**config.mk**
```make
export PLATFORM = sky130hd
export DESIGN_NAME = pass_dependency_sorter
export DESIGN_NICKNAME = d
export VERILOG_FILES = /design/src/rtl/pds_pkg.sv /design/src/rtl/pass_dependency_sorter.sv /design/src/rtl/pds_datapath.sv /design/src/rtl/pds_ctrl.sv
export SDC_FILE = /design/constraint.sdc
export NUM_CORES = 2
export LEC_CHECK = 0
export BUFFER_PORTS_ARGS = -buffer_cell sky130_fd_sc_hd__buf_2
export CORE_UTILIZATION = 40
export DETAILED_ROUTE_END_ITERATION = 10
export GPL_TIMING_DRIVEN = 0
export SLEW_MARGIN = 5
export SYNTH_ARGS = -nofsm -noshare
export SYNTH_HDL_FRONTEND = slang
export SYNTH_HIERARCHICAL = 1
export SYNTH_SLANG_ARGS = --single-unit
```
**constraint.sdc**
```tcl
create_clock -name i_clk -period 3.95 [get_ports i_clk]
set_input_delay 0.79 -clock i_clk [delete_from_list [all_inputs] [get_ports i_clk]]
set_output_delay 0.79 -clock i_clk [all_outputs]
set_load 0.02 [all_outputs]
```
**src/rtl/pds_pkg.sv**
```systemverilog
`timescale 1ns / 1ps
package pds_pkg;
    localparam int NP = 32;
    localparam int NR = 64;
    localparam int PW = $clog2(NP);
    localparam int RW = $clog2(NR);

    localparam logic [1:0] ACT_DECL = 2'd0;
    localparam logic [1:0] ACT_READ = 2'd1;
    localparam logic [1:0] ACT_WRITE = 2'd2;
    localparam logic [1:0] ACT_FINISH = 2'd3;

    localparam logic [1:0] RK_BARRIER = 2'd0;
    localparam logic [1:0] RK_ORDER = 2'd1;
    localparam logic [1:0] RK_OK = 2'd2;
    localparam logic [1:0] RK_CYCLE = 2'd3;

    localparam logic [1:0] KIND_GFX = 2'd0;
    localparam logic [1:0] KIND_CMP = 2'd1;
    localparam logic [1:0] KIND_COPY = 2'd2;

    localparam logic [2:0] BC_DEPTH_SRV = 3'd0;
    localparam logic [2:0] BC_COLOR_SRV = 3'd1;
    localparam logic [2:0] BC_UAV_SRV = 3'd2;
    localparam logic [2:0] BC_COPY_SRV = 3'd3;
    localparam logic [2:0] BC_NOOP = 3'd4;

    localparam logic [11:0] STG_TOP = 12'h001;
    localparam logic [11:0] STG_FRAG = 12'h080;
    localparam logic [11:0] STG_LATE_DEPTH = 12'h200;
    localparam logic [11:0] STG_COLOR_OUT = 12'h400;
    localparam logic [11:0] STG_COMPUTE = 12'h800;
    localparam logic [10:0] ACC_SHADER_RD = 11'h020;
    localparam logic [10:0] ACC_SHADER_WR = 11'h040;
    localparam logic [10:0] ACC_COLOR_WR = 11'h100;
    localparam logic [10:0] ACC_DEPTH_WR = 11'h400;

    typedef struct packed {
        logic [1:0] action;
        logic [4:0] pass_index;
        logic [1:0] pass_kind;
        logic [5:0] resource_id;
        logic       surface;
        logic [5:0] pass_count;
    } t_req;

    typedef struct packed {
        logic [1:0]  result_kind;
        logic [4:0]  prod_pass;
        logic [4:0]  cons_pass;
        logic [5:0]  barrier_resource;
        logic [2:0]  barrier_case;
        logic [11:0] src_stage_mask;
        logic [11:0] dst_stage_mask;
        logic [10:0] src_access_mask;
        logic [10:0] dst_access_mask;
        logic [2:0]  old_layout;
        logic [2:0]  new_layout;
        logic [1:0]  aspect_mask;
    } t_rsp;

    typedef struct packed {
        logic load;      // latch request
        logic access;    // apply decl/read/write
        logic clear;     // clear tables
        logic seed;      // seed step over scan index
        logic pop;       // pop fifo head into u
        logic scan;      // relax edge u->scan index
        logic emit;      // emit order entry at fifo index
        logic status;    // emit status
        logic send;      // output register load from barrier
    } t_cmd;

    typedef struct packed {
        logic       hit;        // read produced barrier
        logic       idx_last;   // scan index at end
        logic       fifo_empty; // head == tail
        logic       sorted_ok;  // tail == count
        logic       emit_last;  // emit index at tail-1
        logic       zero_cnt;
    } t_sts;

    function automatic t_rsp make_barrier(logic [4:0] prod, logic [4:0] cons,
                                          logic [5:0] res, logic [1:0] pk,
                                          logic [1:0] ck, logic depth);
        t_rsp r;
        logic cok;
        logic [11:0] dd;
        r = '0;
        cok = (ck == KIND_GFX) || (ck == KIND_CMP);
        dd = (ck == KIND_CMP) ? STG_COMPUTE : STG_FRAG;
        r.result_kind = RK_BARRIER;
        r.prod_pass = prod;
        r.cons_pass = cons;
        r.barrier_resource = res;
        if (cok && pk == KIND_GFX && depth) begin
            r.barrier_case = BC_DEPTH_SRV; r.src_stage_mask = STG_LATE_DEPTH;
            r.dst_stage_mask = dd; r.src_access_mask = ACC_DEPTH_WR;
            r.dst_access_mask = ACC_SHADER_RD; r.old_layout = 3'd3;
            r.new_layout = 3'd4; r.aspect_mask = 2'd2;
        end else if (cok && pk == KIND_GFX) begin
            r.barrier_case = BC_COLOR_SRV; r.src_stage_mask = STG_COLOR_OUT;
            r.dst_stage_mask = dd; r.src_access_mask = ACC_COLOR_WR;
            r.dst_access_mask = ACC_SHADER_RD; r.old_layout = 3'd2;
            r.new_layout = 3'd5; r.aspect_mask = 2'd1;
        end else if (cok && pk == KIND_CMP) begin
            r.barrier_case = BC_UAV_SRV; r.src_stage_mask = STG_COMPUTE;
            r.dst_stage_mask = (ck == KIND_GFX) ? STG_FRAG : STG_COMPUTE;
            r.src_access_mask = ACC_SHADER_WR;
            r.dst_access_mask = ACC_SHADER_RD; r.old_layout = 3'd1;
            r.new_layout = 3'd5; r.aspect_mask = 2'd1;
        end else if (cok && pk == KIND_COPY) begin
            r.barrier_case = BC_COPY_SRV; r.src_stage_mask = STG_LATE_DEPTH;
            r.dst_stage_mask = dd; r.src_access_mask = ACC_SHADER_WR;
            r.dst_access_mask = ACC_SHADER_RD; r.old_layout = 3'd7;
            r.new_layout = 3'd5; r.aspect_mask = 2'd1;
        end else begin
            r.barrier_case = BC_NOOP; r.src_stage_mask = STG_LATE_DEPTH;
            r.dst_stage_mask = STG_TOP;
        end
        return r;
    endfunction
endpackage

```
**src/rtl/pass_dependency_sorter.sv**
```systemverilog
`timescale 1ns / 1ps
// Pass dependency sorter.
// Input channel (i_valid / o_stall, payload i_req): declare, read, write and
// finish requests. An access request is latched in the idle state, which
// fetches the last writer of its resource; the access state then updates the
// edge matrix and, for a dependent read, loads one barrier into the output
// register once the output is free. Finish latches the request, seeds the
// ready queue over every pass index, then pops each ready pass and scans its
// edge row. With the queue empty it emits one order entry per sorted pass if
// all passes sorted, then the status, then idles through a wait state. The
// status step also clears the surface, writer-valid, edge and degree tables.
// Output channel (o_valid / i_stall, payload o_rsp): results leave through a
// single output register; while the receiver stalls the result holds and the
// block stops at the next point that would produce a result.
// Reset (i_rst_n, synchronous) clears the same tables and the output valid.
// Barriers sent before a cycle status stay sent; the consumer drops them.
module pass_dependency_sorter (
    input  logic           i_clk,
    input  logic           i_rst_n,
    input  logic           i_valid,
    output logic           o_stall,
    input  pds_pkg::t_req  i_req,
    output logic           o_valid,
    input  logic           i_stall,
    output pds_pkg::t_rsp  o_rsp
);
    import pds_pkg::*;

    t_cmd cmd;
    t_sts sts;

    // Controller: sequence requests and the sort.
    pds_ctrl u_ctrl (
        .i_clk(i_clk), .i_rst_n(i_rst_n), .i_valid(i_valid), .o_stall(o_stall),
        .i_action(i_req.action), .i_sts(sts), .o_cmd(cmd),
        .o_valid(o_valid), .i_stall(i_stall)
    );

    // Datapath: tables, ready queue and output register.
    pds_datapath u_dp (
        .i_clk(i_clk), .i_rst_n(i_rst_n), .i_req(i_req), .i_cmd(cmd),
        .o_sts(sts), .o_rsp(o_rsp)
    );
endmodule

```
**src/rtl/pds_datapath.sv**
```systemverilog
`timescale 1ns / 1ps
module pds_datapath (
    input  logic           i_clk,
    input  logic           i_rst_n,
    input  pds_pkg::t_req  i_req,
    input  pds_pkg::t_cmd  i_cmd,
    output pds_pkg::t_sts  o_sts,
    output pds_pkg::t_rsp  o_rsp
);
    import pds_pkg::*;

    t_req           r_req;
    logic [NR-1:0]  r_surf;
    logic [NR-1:0]  r_wvalid;
    logic [PW-1:0]  r_wpass [NR];
    logic [PW-1:0]  r_wp;
    logic [1:0]     r_kind [NP];
    logic [NP-1:0]  r_edge [NP];
    logic [5:0]     r_deg [NP];
    logic [5:0]     r_tdeg [NP];
    logic [PW-1:0]  r_fifo [NP];
    logic [PW:0]    r_head, r_tail, r_idx;
    logic [PW-1:0]  r_u;
    logic [PW:0]    r_cnt;
    t_rsp           r_rsp, n_rsp;

    logic [PW-1:0] wp;
    logic          hit;
    logic [PW-1:0] ix;

    // Last writer is fetched when the request is latched.
    assign wp  = r_wp;
    assign hit = (r_req.action == ACT_READ) && r_wvalid[r_req.resource_id]
                 && (wp != r_req.pass_index);
    assign ix  = r_idx[PW-1:0];

    assign o_sts.hit = hit;
    assign o_sts.idx_last = (r_idx == (PW+1)'(NP - 1));
    assign o_sts.fifo_empty = (r_head == r_tail);
    assign o_sts.sorted_ok = (r_tail == r_cnt);
    assign o_sts.emit_last = (r_idx + 1'b1 == r_tail);
    assign o_sts.zero_cnt = (r_tail == '0);
    assign o_rsp = r_rsp;

    always_ff @(posedge i_clk) begin
        if (!i_rst_n || i_cmd.clear) begin
            r_surf <= '0;
            r_wvalid <= '0;
            for (int i = 0; i < NP; i++) begin
                r_edge[i] <= '0;
                r_deg[i] <= '0;
            end
        end else if (i_cmd.access) begin
            case (r_req.action)
                ACT_DECL: r_surf[r_req.resource_id] <= r_req.surface;
                ACT_WRITE: begin
                    r_wvalid[r_req.resource_id] <= 1'b1;
                end
                ACT_READ: begin
                    if (hit && !r_edge[wp][r_req.pass_index]) begin
                        r_edge[wp][r_req.pass_index] <= 1'b1;
                        if (r_deg[r_req.pass_index] != 6'd63)
                            r_deg[r_req.pass_index] <= r_deg[r_req.pass_index] + 6'd1;
                    end
                end
                default: ;
            endcase
        end
    end

    always_ff @(posedge i_clk) begin
        if (i_cmd.load) begin
            r_req <= i_req;
            r_wp <= r_wpass[i_req.resource_id];
            r_cnt <= (i_req.pass_count > 6'(NP)) ? (PW+1)'(NP) : i_req.pass_count[PW:0];
        end
        if (i_cmd.access) begin
            if (r_req.action == ACT_WRITE) r_wpass[r_req.resource_id] <= r_req.pass_index;
            if (r_req.action != ACT_DECL) r_kind[r_req.pass_index] <= r_req.pass_kind;
        end
    end

    always_comb begin
        n_rsp = r_rsp;
        if (i_cmd.send) begin
            n_rsp = make_barrier(wp, r_req.pass_index, r_req.resource_id, r_kind[wp],
                                 r_req.pass_kind, r_surf[r_req.resource_id]);
        end else if (i_cmd.emit) begin
            n_rsp = '0;
            n_rsp.result_kind = RK_ORDER;
            n_rsp.cons_pass = r_fifo[ix];
        end else if (i_cmd.status) begin
            n_rsp = '0;
            n_rsp.result_kind = o_sts.sorted_ok ? RK_OK : RK_CYCLE;
        end
    end

    always_ff @(posedge i_clk) begin
        r_rsp <= n_rsp;
    end

    always_ff @(posedge i_clk) begin
        if (i_cmd.load) begin
            r_idx <= '0;
            r_head <= '0;
            r_tail <= '0;
            for (int i = 0; i < NP; i++) r_tdeg[i] <= r_deg[i];
        end else if (i_cmd.seed) begin
            if ((r_idx < r_cnt) && r_tdeg[ix] == '0) begin
                r_fifo[r_tail[PW-1:0]] <= ix;
                r_tail <= r_tail + 1'b1;
            end
            r_idx <= o_sts.idx_last ? '0 : r_idx + 1'b1;
        end else if (i_cmd.pop) begin
            r_u <= r_fifo[r_head[PW-1:0]];
            r_head <= r_head + 1'b1;
            r_idx <= '0;
        end else if (i_cmd.scan) begin
            if (r_edge[r_u][ix] && r_tdeg[ix] != '0) begin
                r_tdeg[ix] <= r_tdeg[ix] - 6'd1;
                if (r_tdeg[ix] == 6'd1 && r_idx < r_cnt && r_tail < (PW+1)'(NP)) begin
                    r_fifo[r_tail[PW-1:0]] <= ix;
                    r_tail <= r_tail + 1'b1;
                end
            end
            r_idx <= o_sts.idx_last ? '0 : r_idx + 1'b1;
        end else if (i_cmd.emit) begin
            r_idx <= r_idx + 1'b1;
        end
    end
endmodule

```
**src/rtl/pds_ctrl.sv**
```systemverilog
`timescale 1ns / 1ps
module pds_ctrl (
    input  logic          i_clk,
    input  logic          i_rst_n,
    input  logic          i_valid,
    output logic          o_stall,
    input  logic [1:0]    i_action,
    input  pds_pkg::t_sts i_sts,
    output pds_pkg::t_cmd o_cmd,
    output logic          o_valid,
    input  logic          i_stall
);
    import pds_pkg::*;

    typedef enum logic [7:0] {
        S_IDLE = 8'b00000001, S_ACC = 8'b00000010, S_SEED = 8'b00000100,
        S_POP = 8'b00001000, S_SCAN = 8'b00010000, S_EMIT = 8'b00100000,
        S_STAT = 8'b01000000, S_WAIT = 8'b10000000
    } t_state;

    t_state r_state, n_state;
    logic   r_valid, n_valid;
    logic   free;

    assign free = !r_valid || !i_stall;
    assign o_stall = (r_state != S_IDLE);
    assign o_valid = r_valid;

    always_comb begin
        n_state = r_state;
        n_valid = r_valid && i_stall;
        o_cmd = '0;
        case (r_state)
            S_IDLE: if (i_valid) begin
                o_cmd.load = 1'b1;
                n_state = (i_action == ACT_FINISH) ? S_SEED : S_ACC;
            end
            S_ACC: if (!i_sts.hit) begin
                o_cmd.access = 1'b1;
                n_state = S_IDLE;
            end else if (free) begin
                o_cmd.send = 1'b1;
                o_cmd.access = 1'b1;
                n_valid = 1'b1;
                n_state = S_IDLE;
            end
            S_SEED: begin
                o_cmd.seed = 1'b1;
                if (i_sts.idx_last) n_state = S_POP;
            end
            S_POP: if (i_sts.fifo_empty) begin
                n_state = (i_sts.sorted_ok && !i_sts.zero_cnt) ? S_EMIT : S_STAT;
            end else begin
                o_cmd.pop = 1'b1;
                n_state = S_SCAN;
            end
            S_SCAN: begin
                o_cmd.scan = 1'b1;
                if (i_sts.idx_last) n_state = S_POP;
            end
            S_EMIT: if (free) begin
                o_cmd.emit = 1'b1;
                n_valid = 1'b1;
                if (i_sts.emit_last) n_state = S_STAT;
            end
            S_STAT: if (free) begin
                o_cmd.status = 1'b1;
                o_cmd.clear = 1'b1;
                n_valid = 1'b1;
                n_state = S_WAIT;
            end
            S_WAIT: n_state = S_IDLE;
            default: n_state = S_IDLE;
        endcase
    end

    always_ff @(posedge i_clk) begin
        if (!i_rst_n) begin
            r_state <= S_IDLE;
            r_valid <= 1'b0;
        end else begin
            r_state <= n_state;
            r_valid <= n_valid;
        end
    end

    property p_send_needs_room;
        @(posedge i_clk) disable iff (!i_rst_n) o_cmd.send |-> free;
    endproperty
    a_send: assert property (p_send_needs_room) else $error("send over held result");

    property p_hold;
        @(posedge i_clk) disable iff (!i_rst_n) (r_valid && i_stall) |=> r_valid;
    endproperty
    a_hold: assert property (p_hold) else $error("result dropped");

    property p_emit_one;
        @(posedge i_clk) disable iff (!i_rst_n)
            $countones({o_cmd.emit, o_cmd.status, o_cmd.send}) <= 1;
    endproperty
    a_one: assert property (p_emit_one) else $error("double output load");
endmodule

```
==> flow_summary.yaml <==
outcome:
  outcome: "finished, violations left"
  failed_checks: "max-capacitance violations, max-slew violations, negative setup slack"
sta:
  slew_viol_final: 11
  worst_pin_slew_ns: 1.59
  rsz0062_at_grt: "true"
  hold_ws_ns: 0.0758
  post-route-min-period_ns: 4.73
  slew_headroom_pct: -6.29
  setup_slack_ns: -0.782
  finalCritPeriodShare_pct: 120
  finalHoldViolCount: 0
  finClkSkew_ns: 0.0959
  setup_viol: 2506
  clock.fmax_ghz: 0.211
grt:
  first_global_vias: 73347
  track_usage_pct: 35.7
  grt-ovfl-total: 0
  grt_pass1_wl_um: 613000
  grt_start_max_net_pins: 44
  antenna_found_initial: 24
floorplan:
  start_util_pct: 40.3
  die_x_um: 501
  die_area_mm2: 0.251
  io-pin-count: 103
  die_h_um: 501
  num_rows: 182
  fp.coreArea_mm2: 0.246
synthesis:
  synth_flop_cell: "dfxtp_1"
  synth_edf_count: 991
  syn-instance-count: 7892
  ys_seq_area_share_pct: 53.9
  yosysTopAreaCellShare_pct: 29.9
  synthTopCellsByArea: "edfxtp_1, dfxtp_1, mux4_2"
  synth_seq_cells: 2182
  syn_area_mm2: 0.0994
  synthArstFlopShare_pct: 0
  syn_area_per_cell_um2: 12.6
  ys.warnings.count: 6
  synth_cell_types: 84
  yosys.area.top_type: "edfxtp_1"
clock_tree:
  cts_tree: "done"
  cts_hold_buf: 0
  h-tree-depth: 4
  clkSlewWorstSetupHoldPaths_ns: 0.06
  clkLatencyLatePin_ns: 0.94
  clock_tree.root_cell: "clkbuf_16"
  max-clock-path-buffers: 3
  clock-sinks: 2182
  cts_inserted_buffers: 230
pwr:
  power_density_mw_per_mm2: 521
  p_leak_nw: 40.0
  power_mw: 61.8
  max-vdd-ir-drop_v: 0.000440
setup_path:
  path_delay_family: "simple AND/OR/NAND/NOR gates"
  cp_max_fo: 10
  path_cells: "clkbuf_1, and3b_1, clkbuf_2, a22oi_2, a41oi_1, nor4_2, o22ai_2, nor3_4, nand3_4, nor2_4, buf_12, nand2_1, buf_6, clkbuf_16, o21ai_4"
  slowest_stage: "a22oi_2"
  cp.arrival_ns: 5.31
  startpoint_type: "flip-flop"
  critPathCaptureType: "flip-flop"
  crit_buf_inv: 5
  crit_type: "reg2reg"
  worstPathRequired_ns: 4.53
  cp_slowest_stage_delay_ns: 0.48
detailed_routing:
  first_pass_iters: 8
  vias: 77735
  viasPerCell: 6.52
  drtIter0Drc: 12788
  routed_wl_um: 456000
  wl_per_cell_um: 38.2
  postRouteAntennaNets: 0
  drc: 0
placement:
  io_buffers: 65
  gp_congestion: 1.06
  dpl.hpwl_um: 334000
finish:
  final_cell_mix: "dfxtp_1, edfxtp_1, nand2_1, o21ai_0, mux4_2"
  drive_above_1_share_pct: 28.1
  nFillCells: 21753
  fin_nets: 8440
  final_util_pct: 48.1
  final_common_cell: "dfxtp_1"
  syn_to_final_growth_pct: 19.3
hold_path:
  hp-class: "in2reg"
flow_run:
  max_cap_violations: 1
==> power breakdown <==
group | leakage [nW] | internal (mW) | switching (mW)
Combinational | 17.2 | 3.81 | 10.0
Sequential | 19.0 | 24.9 | 0.493
Clock | 3.81 | 12.8 | 9.70
==> what timing repair did <==
| item | CTS | global route |
|---|---|---|
| pin swaps | 65 | 46 |
| gates resized for setup | 1053 | 125 |
| gates cloned | 3 | 3 |
| setup buffers | 126 | 26 |
| setup endpoints to repair | 2548 | 2526 |
==> area by class of cell <==
| cell class | count | area (µm²) | area share, % |
|---|---|---|---|
| Antenna cell | 18 | 45.0 | 0.0380 |
| Buffer | 772 | 5790 | 4.88 |
| Clock buffer | 320 | 6460 | 5.45 |
| Clock inverter | 116 | 1390 | 1.17 |
| Inverter | 31 | 119 | 0.100 |
| Multi-Input combinational cell | 4934 | 44500 | 37.5 |
| Sequential cell | 2182 | 53600 | 45.2 |
| Tap cell | 3312 | 4140 | 3.50 |
| Timing Repair Buffer | 245 | 2550 | 2.15 |
==> routing by layer <==
metal | GRT usage (%) | vias to the layer above | wire [µm]
met5 | 0 | - | 460
met3 | 11.3 | 1371 | 56000
met1 | 44.6 | 39567 | 166000
met2 | 53.5 | 5798 | 199000
li1 | - | 30987 | -
met4 | 22.6 | 12 | 34600
==> path summary, 6_finish.rpt <==
check	startpoint	endpoint	slack (ns)	cells after the start
worst max-delay path	u_dp/r_wp[4]	u_dp/r_deg[30][3]	-0.78	15
worst min-delay path	i_req[7]	u_dp/r_req[7]	0.08	1
worst max register to register	u_dp/r_wp[4]	u_dp/r_deg[30][3]	-0.78	15
worst min register to register	u_dp/r_surf[56]	u_dp/r_surf[56]	0.46	2
==> cells in the mapped netlist (18+ instances only) <==
| master | number |
|---|---|
| a211oi_1 | 18 |
| nand2_1 | 962 |
| nor3_1 | 38 |
| nand4_1 | 29 |
| edfxtp_1 | 991 |
| inv_1 | 29 |
| and2_1 | 122 |
| clkbuf_1 | 526 |
| mux4_2 | 822 |
| buf_1 | 52 |
| nor4_1 | 18 |
| nand3_1 | 89 |
| nor2b_1 | 46 |
| xnor2_1 | 23 |
| mux2_2 | 216 |
| nand2b_1 | 22 |
| mux2i_1 | 117 |
| or3_1 | 30 |
| ha_1 | 18 |
| nand3b_1 | 26 |
| buf_4 | 78 |
| a41oi_1 | 20 |
| nand3_2 | 31 |
| a22oi_1 | 200 |
| buf_2 | 117 |
| o22ai_1 | 36 |
| a22o_1 | 266 |
| a21oi_1 | 110 |
| a221oi_1 | 22 |
| dfxtp_1 | 1191 |
| nor2_1 | 548 |
| o21ai_0 | 852 |
| and4_1 | 33 |
==> sequential cells by signal (all words and copies together), names as in the netlist, named ones only <==
| register | count |
|---|---|
| u_dp/r_wvalid | 64 |
| u_ctrl/r_state | 8 |
| u_dp/o_rsp | 33 |
| u_dp/r_deg | 192 |
| u_dp/r_idx | 6 |
| u_dp/r_head | 6 |
| u_ctrl/o_valid | 1 |
| u_dp/r_req | 16 |
| u_dp/r_kind | 64 |
| u_dp/r_u | 5 |
| u_dp/r_fifo | 160 |
| u_dp/r_surf | 64 |
| u_dp/r_tail | 6 |
| u_dp/r_edge | 1024 |
| u_dp/r_wp | 5 |
| u_dp/r_tdeg | 192 |
| u_dp/r_wpass | 320 |
| u_dp/r_cnt | 6 |
==> per-stage QoR <==
stage                     cells  instance area (µm²)  worst slack [ns]  TNS [ns]
after CTS                 11884               118000            -0.543   -799.45
after detailed placement  11326               105000             -3.54  -6394.68
after global placement    11305               104000             -6.42  -8513.40
after global routing      11914               119000            -0.704  -1069.88
final                     11930               119000            -0.782  -1184.53
after floorplan            7928                99800           -0.0173    -0.215
==> logic make-up after synthesis <==
group,count (synthesis),share of synthesized area [%]
AND/OR/NAND/NOR,2082,9.55
flip-flops,2182,53.9
other,1,0.00377
multiplexers,1159,22.3
AO/OA/AOI/OAI,1598,10.1
buffers and inverters,812,3.58
adder cells (fa/ha/maj),18,0.227
XOR/XNOR,40,0.352
Power figures use the tool's default switching activity.
